==> config.mk <==
export PLATFORM = sky130hd
export DESIGN_NAME = arith_encoder_32bit
export DESIGN_NICKNAME = d
export VERILOG_FILES = /design/src/design/arenc_pkg.sv /design/src/design/arenc_front.sv /design/src/design/arenc_div.sv /design/src/design/arenc_back.sv /design/src/design/arith_encoder_32bit.sv
export VERILOG_INCLUDE_DIRS = /design/src /design/src/design
export SDC_FILE = /design/constraint.sdc
export NUM_CORES = 2
export LEC_CHECK = 0
export BUFFER_PORTS_ARGS = -buffer_cell sky130_fd_sc_hd__buf_2
export CAP_MARGIN = 10
export CORE_ASPECT_RATIO = 0.7
export CORE_UTILIZATION = 30
export CTS_CLUSTER_SIZE = 30
export DETAILED_ROUTE_END_ITERATION = 6
export GPL_TIMING_DRIVEN = 0
export PLACE_DENSITY_LB_ADDON = 0.2
export SLEW_MARGIN = 20
export SYNTH_ARGS = -nofsm -noshare
export SYNTH_HDL_FRONTEND = slang
export SYNTH_SLANG_ARGS = --single-unit
==> constraint.sdc <==
create_clock -name clk -period 22.3 [get_ports clk]
set_clock_uncertainty 0.1 [all_clocks]
set_input_delay 4.46 -clock clk [delete_from_list [all_inputs] [get_ports clk]]
set_output_delay 4.46 -clock clk [all_outputs]
set_load 0.02 [all_outputs]
==> src/design/assert_macros.svh <==
// Assertion macros shared by the arithmetic encoder RTL.
`ifndef ASSERT_MACROS_SVH
`define ASSERT_MACROS_SVH
// same-cycle check
`define AE_ASSERT(lbl, prop, msg) \
  lbl: assert property (@(posedge clk) disable iff (!rst_n) (prop)) else $error(msg);
// antecedent now, consequent in the next cycle
`define AE_ASSERT_NXT(lbl, ante, cons, msg) \
  lbl: assert property (@(posedge clk) disable iff (!rst_n) (ante) |=> (cons)) else $error(msg);
`endif

==> src/design/arenc_pkg.sv <==
// Types and constants of the arithmetic encoder.
package arenc_pkg;
  localparam int FreqBits  = 16;
  localparam int PendBits  = 10;
  localparam int RangeW    = 33;
  localparam int ProdW     = RangeW + FreqBits;
  localparam int SumW      = RangeW + 2;
  localparam int GuardMax  = 64;
  localparam int GuardW    = 7;
  localparam int BitCntW   = 5;
  localparam int QDepth    = 2;

  typedef struct packed {
    logic                action;
    logic                invalid;
    logic [FreqBits-1:0] cum_high;
    logic [FreqBits-1:0] cum_low;
    logic [FreqBits-1:0] total;
  } item_t;

  typedef struct packed {
    logic busy;
    logic done;
  } div_stat_t;

  typedef enum logic [3:0] {
    S_IDLE, S_MULH, S_SDH, S_WDH, S_MULL, S_SDL, S_WDL, S_CHK,
    S_REN, S_EB, S_EP, S_FIN1, S_FINP, S_FIN2, S_PAD, S_ERRW
  } state_t;
endpackage

==> src/design/arenc_front.sv <==
// Front end: accepts requests, flags invalid counts, queues them for the back end.
module arenc_front (
  input  logic                          clk,
  input  logic                          rst_n,
  input  logic                          in_valid,
  output logic                          in_ready,
  input  logic                          in_action,
  input  logic [arenc_pkg::FreqBits-1:0] in_cum_high,
  input  logic [arenc_pkg::FreqBits-1:0] in_cum_low,
  input  logic [arenc_pkg::FreqBits-1:0] in_total,
  output logic                          q_valid,
  output arenc_pkg::item_t              q_item,
  input  logic                          q_pop
);
  arenc_pkg::item_t q_mem_r [arenc_pkg::QDepth];
  logic       wptr_r, wptr_nxt, rptr_r, rptr_nxt;
  logic [1:0] cnt_r, cnt_nxt;
  arenc_pkg::item_t new_item;
  logic push;

  always_comb begin
    new_item.action   = in_action;
    new_item.cum_high = in_cum_high;
    new_item.cum_low  = in_cum_low;
    new_item.total    = in_total;
    new_item.invalid  = (in_total == '0) || (in_cum_high > in_total) ||
                        (in_cum_low >= in_cum_high);
  end

  assign in_ready = (cnt_r != 2'd2);
  assign push     = in_valid && in_ready;
  assign q_valid  = (cnt_r != 2'd0);
  assign q_item   = q_mem_r[rptr_r];

  always_comb begin
    wptr_nxt = push ? ~wptr_r : wptr_r;
    rptr_nxt = q_pop ? ~rptr_r : rptr_r;
    cnt_nxt  = cnt_r + {1'b0, push} - {1'b0, q_pop};
  end

  always_ff @(posedge clk) begin
    if (!rst_n) begin
      wptr_r <= 1'b0;
      rptr_r <= 1'b0;
      cnt_r  <= 2'd0;
    end else begin
      wptr_r <= wptr_nxt;
      rptr_r <= rptr_nxt;
      cnt_r  <= cnt_nxt;
    end
  end

  always_ff @(posedge clk) begin
    if (push) q_mem_r[wptr_r] <= new_item;
  end
endmodule

==> src/design/arenc_div.sv <==
// Restoring divider, one quotient bit per cycle.
module arenc_div (
  input  logic                           clk,
  input  logic                           rst_n,
  input  logic                           start,
  input  logic [arenc_pkg::ProdW-1:0]    dividend,
  input  logic [arenc_pkg::FreqBits-1:0] divisor,
  output logic [arenc_pkg::RangeW-1:0]   quotient,
  output arenc_pkg::div_stat_t           stat
);
  logic [arenc_pkg::ProdW-1:0]    dq_r, dq_nxt;
  logic [arenc_pkg::FreqBits-1:0] rem_r, rem_nxt, dvs_r;
  logic [arenc_pkg::FreqBits:0]   rem_sh;
  logic [5:0]                     cnt_r, cnt_nxt;
  logic                           busy_r, busy_nxt, done_r, done_nxt, ge;

  always_comb begin
    rem_sh   = {rem_r, dq_r[arenc_pkg::ProdW-1]};
    ge       = rem_sh >= {1'b0, dvs_r};
    rem_nxt  = rem_r;
    dq_nxt   = dq_r;
    cnt_nxt  = cnt_r;
    busy_nxt = busy_r;
    done_nxt = 1'b0;
    if (start) begin
      rem_nxt  = '0;
      dq_nxt   = dividend;
      cnt_nxt  = 6'(arenc_pkg::ProdW - 1);
      busy_nxt = 1'b1;
    end else if (busy_r) begin
      rem_nxt = ge ? arenc_pkg::FreqBits'(rem_sh - {1'b0, dvs_r})
                   : rem_sh[arenc_pkg::FreqBits-1:0];
      dq_nxt  = {dq_r[arenc_pkg::ProdW-2:0], ge};
      cnt_nxt = cnt_r - 6'd1;
      if (cnt_r == 6'd0) begin
        busy_nxt = 1'b0;
        done_nxt = 1'b1;
      end
    end
  end

  always_ff @(posedge clk) begin
    if (!rst_n) begin
      busy_r <= 1'b0;
      done_r <= 1'b0;
    end else begin
      busy_r <= busy_nxt;
      done_r <= done_nxt;
    end
  end

  always_ff @(posedge clk) begin
    rem_r <= rem_nxt;
    dq_r  <= dq_nxt;
    cnt_r <= cnt_nxt;
    if (start) dvs_r <= divisor;
  end

  assign quotient  = dq_r[arenc_pkg::RangeW-1:0];
  assign stat.busy = busy_r;
  assign stat.done = done_r;
endmodule

==> src/design/arenc_back.sv <==
// Back end: interval narrowing, renormalization, bit packing, flush and error words.
`include "assert_macros.svh"
module arenc_back (
  input  logic             clk,
  input  logic             rst_n,
  input  logic             q_valid,
  input  arenc_pkg::item_t q_item,
  output logic             q_pop,
  output logic             out_valid,
  input  logic             out_ready,
  output logic [31:0]      out_code_word,
  output logic             out_last,
  output logic             out_error
);
  arenc_pkg::state_t state_r, state_nxt;
  logic [31:0] low_r, low_nxt, high_r, high_nxt, word_r, word_nxt;
  logic [arenc_pkg::PendBits-1:0] pend_r, pend_nxt;
  logic [arenc_pkg::BitCntW-1:0]  bits_r, bits_nxt;
  logic [arenc_pkg::GuardW-1:0]   guard_r, guard_nxt;
  logic sticky_r, sticky_nxt, bit_r, bit_nxt;
  logic [arenc_pkg::FreqBits-1:0] ch_r, cl_r, t_r;
  logic [arenc_pkg::ProdW-1:0]    prod_r, prod_nxt;
  logic [arenc_pkg::RangeW-1:0]   qh_r, qh_nxt, quo, range;
  logic [arenc_pkg::SumW-1:0]     hs, ls;
  arenc_pkg::div_stat_t dstat;
  logic div_start, latch;
  logic put, pbit, full, stall, out_busy;
  logic emit, emit_err, emit_last;
  logic ov_r, ov_nxt, ol_r, ol_nxt, oe_r, oe_nxt;
  logic [31:0] ow_r, ow_nxt;

  arenc_div u_div (
    .clk, .rst_n, .start(div_start), .dividend(prod_r), .divisor(t_r),
    .quotient(quo), .stat(dstat)
  );

  assign range    = {1'b0, high_r} - {1'b0, low_r} + 33'd1;
  assign hs       = {3'b0, low_r} + {2'b0, qh_r} - 35'd1;
  assign ls       = {3'b0, low_r} + {2'b0, quo};
  assign out_busy = ov_r && !out_ready;
  assign full     = (bits_r == '1);
  assign stall    = (put && full && out_busy) || (emit_err && out_busy);

  always_comb begin
    state_nxt  = state_r;
    low_nxt    = low_r;
    high_nxt   = high_r;
    pend_nxt   = pend_r;
    guard_nxt  = guard_r;
    sticky_nxt = sticky_r;
    bit_nxt    = bit_r;
    prod_nxt   = prod_r;
    qh_nxt     = qh_r;
    div_start  = 1'b0;
    q_pop      = 1'b0;
    latch      = 1'b0;
    put        = 1'b0;
    pbit       = 1'b0;
    emit_err   = 1'b0;
    emit_last  = 1'b0;
    unique case (state_r)
      arenc_pkg::S_IDLE: begin
        if (q_valid) begin
          q_pop = 1'b1;
          latch = 1'b1;
          if (q_item.action) begin
            if (pend_r == '1) sticky_nxt = 1'b1;
            else pend_nxt = pend_r + 1'b1;
            state_nxt = arenc_pkg::S_FIN1;
          end else if (q_item.invalid) begin
            state_nxt = arenc_pkg::S_ERRW;
          end else begin
            state_nxt = arenc_pkg::S_MULH;
          end
        end
      end
      arenc_pkg::S_MULH: begin
        prod_nxt  = range * ch_r;
        state_nxt = arenc_pkg::S_SDH;
      end
      arenc_pkg::S_SDH: begin
        div_start = 1'b1;
        state_nxt = arenc_pkg::S_WDH;
      end
      arenc_pkg::S_WDH: begin
        if (dstat.done) begin
          qh_nxt    = quo;
          state_nxt = arenc_pkg::S_MULL;
        end
      end
      arenc_pkg::S_MULL: begin
        prod_nxt  = range * cl_r;
        state_nxt = arenc_pkg::S_SDL;
      end
      arenc_pkg::S_SDL: begin
        div_start = 1'b1;
        state_nxt = arenc_pkg::S_WDL;
      end
      arenc_pkg::S_WDL: begin
        if (dstat.done) state_nxt = arenc_pkg::S_CHK;
      end
      arenc_pkg::S_CHK: begin
        if (hs < ls || hs[arenc_pkg::SumW-1:32] != '0) begin
          state_nxt = arenc_pkg::S_ERRW;
        end else begin
          high_nxt  = hs[31:0];
          low_nxt   = ls[31:0];
          guard_nxt = '0;
          state_nxt = arenc_pkg::S_REN;
        end
      end
      arenc_pkg::S_REN: begin
        if (guard_r == arenc_pkg::GuardW'(arenc_pkg::GuardMax)) begin
          state_nxt = arenc_pkg::S_IDLE;
        end else if (high_r[31] == low_r[31]) begin
          bit_nxt   = high_r[31];
          state_nxt = arenc_pkg::S_EB;
        end else if (low_r[30] && !high_r[30]) begin
          if (pend_r == '1) sticky_nxt = 1'b1;
          else pend_nxt = pend_r + 1'b1;
          low_nxt   = {1'b0, low_r[29:0], 1'b0};
          high_nxt  = {1'b1, high_r[29:0], 1'b1};
          guard_nxt = guard_r + 1'b1;
        end else begin
          state_nxt = arenc_pkg::S_IDLE;
        end
      end
      arenc_pkg::S_EB: begin
        put       = 1'b1;
        pbit      = bit_r;
        state_nxt = arenc_pkg::S_EP;
      end
      arenc_pkg::S_EP: begin
        if (pend_r == '0) begin
          low_nxt   = {low_r[30:0], 1'b0};
          high_nxt  = {high_r[30:0], 1'b1};
          guard_nxt = guard_r + 1'b1;
          state_nxt = arenc_pkg::S_REN;
        end else begin
          put      = 1'b1;
          pbit     = ~bit_r;
          pend_nxt = pend_r - 1'b1;
        end
      end
      arenc_pkg::S_FIN1: begin
        put       = 1'b1;
        pbit      = ~low_r[31];
        state_nxt = arenc_pkg::S_FINP;
      end
      arenc_pkg::S_FINP: begin
        if (pend_r == '0) begin
          state_nxt = arenc_pkg::S_FIN2;
        end else begin
          put      = 1'b1;
          pbit     = low_r[31];
          pend_nxt = pend_r - 1'b1;
        end
      end
      arenc_pkg::S_FIN2, arenc_pkg::S_PAD: begin
        put       = 1'b1;
        pbit      = low_r[31];
        state_nxt = arenc_pkg::S_PAD;
        if (full) begin
          emit_last  = 1'b1;
          state_nxt  = arenc_pkg::S_IDLE;
          low_nxt    = '0;
          high_nxt   = '1;
          pend_nxt   = '0;
          sticky_nxt = 1'b0;
        end
      end
      arenc_pkg::S_ERRW: begin
        emit_err   = 1'b1;
        sticky_nxt = 1'b1;
        state_nxt  = arenc_pkg::S_IDLE;
      end
      default: state_nxt = arenc_pkg::S_IDLE;
    endcase
  end

  always_comb begin
    word_nxt = word_r;
    bits_nxt = bits_r;
    emit     = 1'b0;
    if (put) begin
      word_nxt = {word_r[30:0], pbit};
      bits_nxt = bits_r + 1'b1;
      if (full) begin
        emit     = 1'b1;
        word_nxt = '0;
      end
    end
    ov_nxt = ov_r && !out_ready;
    ow_nxt = ow_r;
    ol_nxt = ol_r;
    oe_nxt = oe_r;
    if (emit) begin
      ov_nxt = 1'b1;
      ow_nxt = {word_r[30:0], pbit};
      ol_nxt = emit_last;
      oe_nxt = sticky_r;
    end else if (emit_err) begin
      ov_nxt = 1'b1;
      ow_nxt = '0;
      ol_nxt = 1'b0;
      oe_nxt = 1'b1;
    end
  end

  always_ff @(posedge clk) begin
    if (!rst_n) begin
      state_r  <= arenc_pkg::S_IDLE;
      low_r    <= '0;
      high_r   <= '1;
      pend_r   <= '0;
      word_r   <= '0;
      bits_r   <= '0;
      sticky_r <= 1'b0;
      ov_r     <= 1'b0;
    end else if (stall) begin
      ov_r <= ov_r && !out_ready;
    end else begin
      state_r  <= state_nxt;
      low_r    <= low_nxt;
      high_r   <= high_nxt;
      pend_r   <= pend_nxt;
      word_r   <= word_nxt;
      bits_r   <= bits_nxt;
      sticky_r <= sticky_nxt;
      ov_r     <= ov_nxt;
    end
  end

  always_ff @(posedge clk) begin
    if (!stall) begin
      guard_r <= guard_nxt;
      bit_r   <= bit_nxt;
      prod_r  <= prod_nxt;
      qh_r    <= qh_nxt;
      ow_r    <= ow_nxt;
      ol_r    <= ol_nxt;
      oe_r    <= oe_nxt;
    end
    if (latch) begin
      ch_r <= q_item.cum_high;
      cl_r <= q_item.cum_low;
      t_r  <= q_item.total;
    end
  end

  assign out_valid     = ov_r;
  assign out_code_word = ow_r;
  assign out_last      = ol_r;
  assign out_error     = oe_r;

  `AE_ASSERT(a_interval_order, high_r >= low_r, "interval high fell below low")
  `AE_ASSERT(a_idle_div_quiet, (state_r != arenc_pkg::S_IDLE) || !dstat.busy, "divider busy in idle")
  `AE_ASSERT_NXT(a_err_word, (state_r == arenc_pkg::S_ERRW) && !stall, out_valid && out_error && (out_code_word == 32'd0), "error request gave no error word")
endmodule

==> src/design/arith_encoder_32bit.sv <==
// Top level of the 32-bit binary arithmetic encoder.
// An encode request passes through the back end in these steps: it is taken from
// the queue, the two products are formed and each is divided on one shared
// restoring divider (49 quotient steps each, plus start and completion), and the
// new interval is checked. Renormalization then makes straddle steps, emits each
// matching bit (then one bit per pending bit it releases) and ends when neither
// applies or the guard limit is reached. An invalid request goes straight to an
// error word; a finish request emits the flushed and padding bits. Requests
// wait in a two-entry queue; result words leave through an output register and
// stall the back end only when a word is ready while the previous one still waits.
module arith_encoder_32bit (
  input  logic                           clk,
  input  logic                           rst_n,
  input  logic                           in_valid,
  output logic                           in_ready,
  input  logic                           in_action,
  input  logic [arenc_pkg::FreqBits-1:0] in_cum_high,
  input  logic [arenc_pkg::FreqBits-1:0] in_cum_low,
  input  logic [arenc_pkg::FreqBits-1:0] in_total,
  output logic                           out_valid,
  input  logic                           out_ready,
  output logic [31:0]                    out_code_word,
  output logic                           out_last,
  output logic                           out_error
);
  logic             q_valid, q_pop;
  arenc_pkg::item_t q_item;

  arenc_front u_front (
    .clk, .rst_n, .in_valid, .in_ready, .in_action, .in_cum_high, .in_cum_low,
    .in_total, .q_valid, .q_item, .q_pop
  );

  arenc_back u_back (
    .clk, .rst_n, .q_valid, .q_item, .q_pop, .out_valid, .out_ready,
    .out_code_word, .out_last, .out_error
  );
endmodule
==> qor.yml <==
outcome:
  status: "finished clean"
grt:
  globalRouteOverflowTotal: 0
  track_usage: 0.200
  grt_max_degree: 50
  first_global_vias: 46600
  grt_pass1_wl_um: 305000
  antenna_found_initial: 27
floorplan:
  dieArea_um2: 205000
  core-area_um2: 200000
  die_w_um: 540
  start_util: 0.304
  io_pins: 89
  row_count: 137
  die_h_um: 379
worst_setup_path:
  end_kind: "register"
  reg2reg_slack_ns: 8.78
  crit_path_max_incr_delay_ns: 0.97
  reg2regPathDepth: 35
  cp.arrival_ns: 13.75
  crit_fanout: 10
  worst_setup_path_start_kind: "register"
  cp_slowest_cell: "o311ai_1"
  r2r-start: "u_back.low_r[1]"
  worst_r2r_endpoint: "u_back.prod_r[47]"
  cpMostUsedCell: "fa_1"
  required_ns: 22.53
  critPathKind: "register to register"
finish:
  layout_commonest_cell: "inv_1"
  fillers: 20800
  final_cell_mix: "inv_1, fa_1, nand2_1"
  final_layout_size_suffix_gt1_frac: 0.0543
  seqCellArea_um2: 13000
  instances_no_fill: 9359
  fin_nets: 8051
  multiInputGateArea_um2: 42600
  areaGrowthSynthToFinish_pct: 9.48
route:
  vias: 46500
  wire_per_inst_um: 21.7
  wl_um: 203000
  firstDrtPassIters: 6
  drc: 0
  final_antenna_net_count: 0
  vias_per_cell: 4.96
  first_iter_violations: 4010
clocking:
  cts_setup_buffers: 0
  postCtsHoldBufs: 0
  cts.clk_slew.worst_paths_ns: 0.07
  root_buffer: "clkbuf_16"
  post_cts_resized: 0
  clock_path_buffers: 3
  cts_tree: "done"
  cts_inserted_buffers: 49
  cts.sinks: 482
  cts_max_level: 2
  clk-insertion-delay-late_ns: 0.65
hold_path:
  min_to: "u_back.u_div.dvs_r[7]"
  worstHoldStart: "u_back.t_r[7]"
  hold_class: "register to register"
  hold_path_depth: 0
sta:
  fmax_ghz: 0.0740
  tightest_slew_ns: 1.24
  hold_slack_ns: 0.306
  final-hold-violation-count: 0
  slew-limit-headroom: 0.169
  finalSetupViolCount: 0
  fin_crit_ns: 13.52
  drv_slew: 0
  rsz0062_at_grt: "false"
  period_share: 0.606
  tns_ns: 0
logic_synthesis:
  synth_edf_count: 337
  ys_async_sr_fraction: 0
  yosysSeqAreaShare: 0.214
  synthCells: 6508
  synthDistinctLibCells: 89
  synth_largest_area_cell: "fa_1"
  ys_ff_latch: 482
  synth_nets: 7898
  synth_area_leaders: "fa_1, edfxtp_1, ha_1, inv_1, nand2_1"
  synth.avg_cell_area_um2: 9.35
  yosys_warnings: 0
  synth_top_cell_area_share: 0.286
  netlist_area_um2: 60900
  synthFlopType: "edfxtp_1"
place:
  gp_congestion: 0.944
  port_buffers: 87
  dp_hpwl_um: 172000
  place_inst: 9250
run:
  drv_cap: 0
==> through the flow <==
| stage | worst slack, ns | utilization | cell area (µm²) |
|---|---|---|---|
| floorplan | 12.35 | - | 60900 |
| detailed placement | 9.18 | 0.324 | 64900 |
| finish | 8.78 | 0.333 | 66600 |
| global route | 8.26 | 0.332 | 66600 |
| global placement | 8.56 | 0.322 | 64600 |
| CTS | 9.13 | 0.332 | 66600 |
==> worst max path at each step <==
stage | slack [ns] | startpoint | endpoint
2_1_floorplan | 12.35 | u_back.low_r[1] | u_back.prod_r[42]
3_3_place_gp | 8.56 | u_back.low_r[1] | u_back.prod_r[47]
3_5_place_dp | 9.18 | u_back.low_r[1] | u_back.prod_r[47]
4_1_cts | 9.13 | u_back.low_r[1] | u_back.prod_r[47]
5_1_grt | 8.26 | u_back.low_r[1] | u_back.prod_r[47]
6_report | 8.78 | u_back.low_r[1] | u_back.prod_r[47]
==> cell families (layout without fill, tap and decap cells) <==
logic type,after synthesis,count (layout),share of synthesized area
xor gates and xnor gates,214,214,0.0308
muxes,134,134,0.0242
adders and majority gates,1337,1337,0.382
and+or+nand+nor,1974,1974,0.158
DFF,482,482,0.214
buffers and inverters,1417,1610,0.0878
AOI/OAI and AO/OA,950,950,0.104
other,0,17,0
==> flip-flops by register name, indices dropped and copies added (netlist names), 10 cells and up, named ones only <==
| register | cells |
|---|---|
| u_back.qh_r | 33 |
| u_back.ch_r | 16 |
| u_front.q_mem_r | 100 |
| u_back.word_r | 31 |
| u_back.prod_r | 49 |
| u_back.u_div.dq_r | 49 |
| u_back.u_div.rem_r | 16 |
| u_back.pend_r | 10 |
| u_back.high_r | 32 |
| u_back.t_r | 16 |
| u_back.u_div.dvs_r | 16 |
| u_back.out_code_word | 32 |
| u_back.cl_r | 16 |
| u_back.low_r | 32 |
==> metal layers <==
layer / up-vias / global-route usage / wire length (µm) / share of wire
li1: 21300 / - / - / -
met1: 23500 / 0.309 / 101000 / 0.50
met2: 1509 / 0.269 / 76900 / 0.38
met3: 162 / 0.0652 / 22000 / 0.11
met4: 12 / 0.0276 / 3070 / 0.015
met5: - / 0.00661 / 254 / 0.0012
==> cell type report <==
type	instances	share of cell area
multi-input cells	4609	0.639
flip-flops and latches	482	0.195
inverters	1080	0.0609
well taps	2641	0.0496
clock buffers	65	0.0203
plain buffers	337	0.0196
repair buffers	102	0.0102
clock inverters	26	0.00426
diodes	17	0.000638
==> worst max-delay path: cells and delay by family, from the launching register on <==
family / cells / cell delay (ns)
AOI/OAI and AO/OA: 13 / 5.41
adders and majority gates: 10 / 4.33
buffers and inverters: 6 / 1.09
xor gates and xnor gates: 2 / 0.94
DFF: 1 / 0.60
and+or+nand+nor: 3 / 0.57
muxes: 1 / 0.16
==> Yosys cell counts, drive strengths merged, types with 14 or more instances <==
master / instances
a21o: 130
o211ai: 43
a211oi: 64
nand3: 62
mux2: 107
nand2b: 54
nor2: 281
o22ai: 34
clkbuf: 310
edfxtp: 337
nand4: 41
o21bai: 42
a21oi: 283
xor2: 79
ha: 468
mux2i: 27
xnor2: 135
a31oi: 15
nor3b: 36
nor2b: 44
and3: 27
o31ai: 19
o21ai: 138
buf: 27
dfxtp: 145
fa: 869
o21a: 43
nand2: 830
a211o: 14
inv: 1079
nor3: 56
and2: 450
nor4: 27
or3: 21
o311a: 14
Power is not shown: default switching activity piles up to over one toggle a cycle in this logic, so the estimate is an artifact.
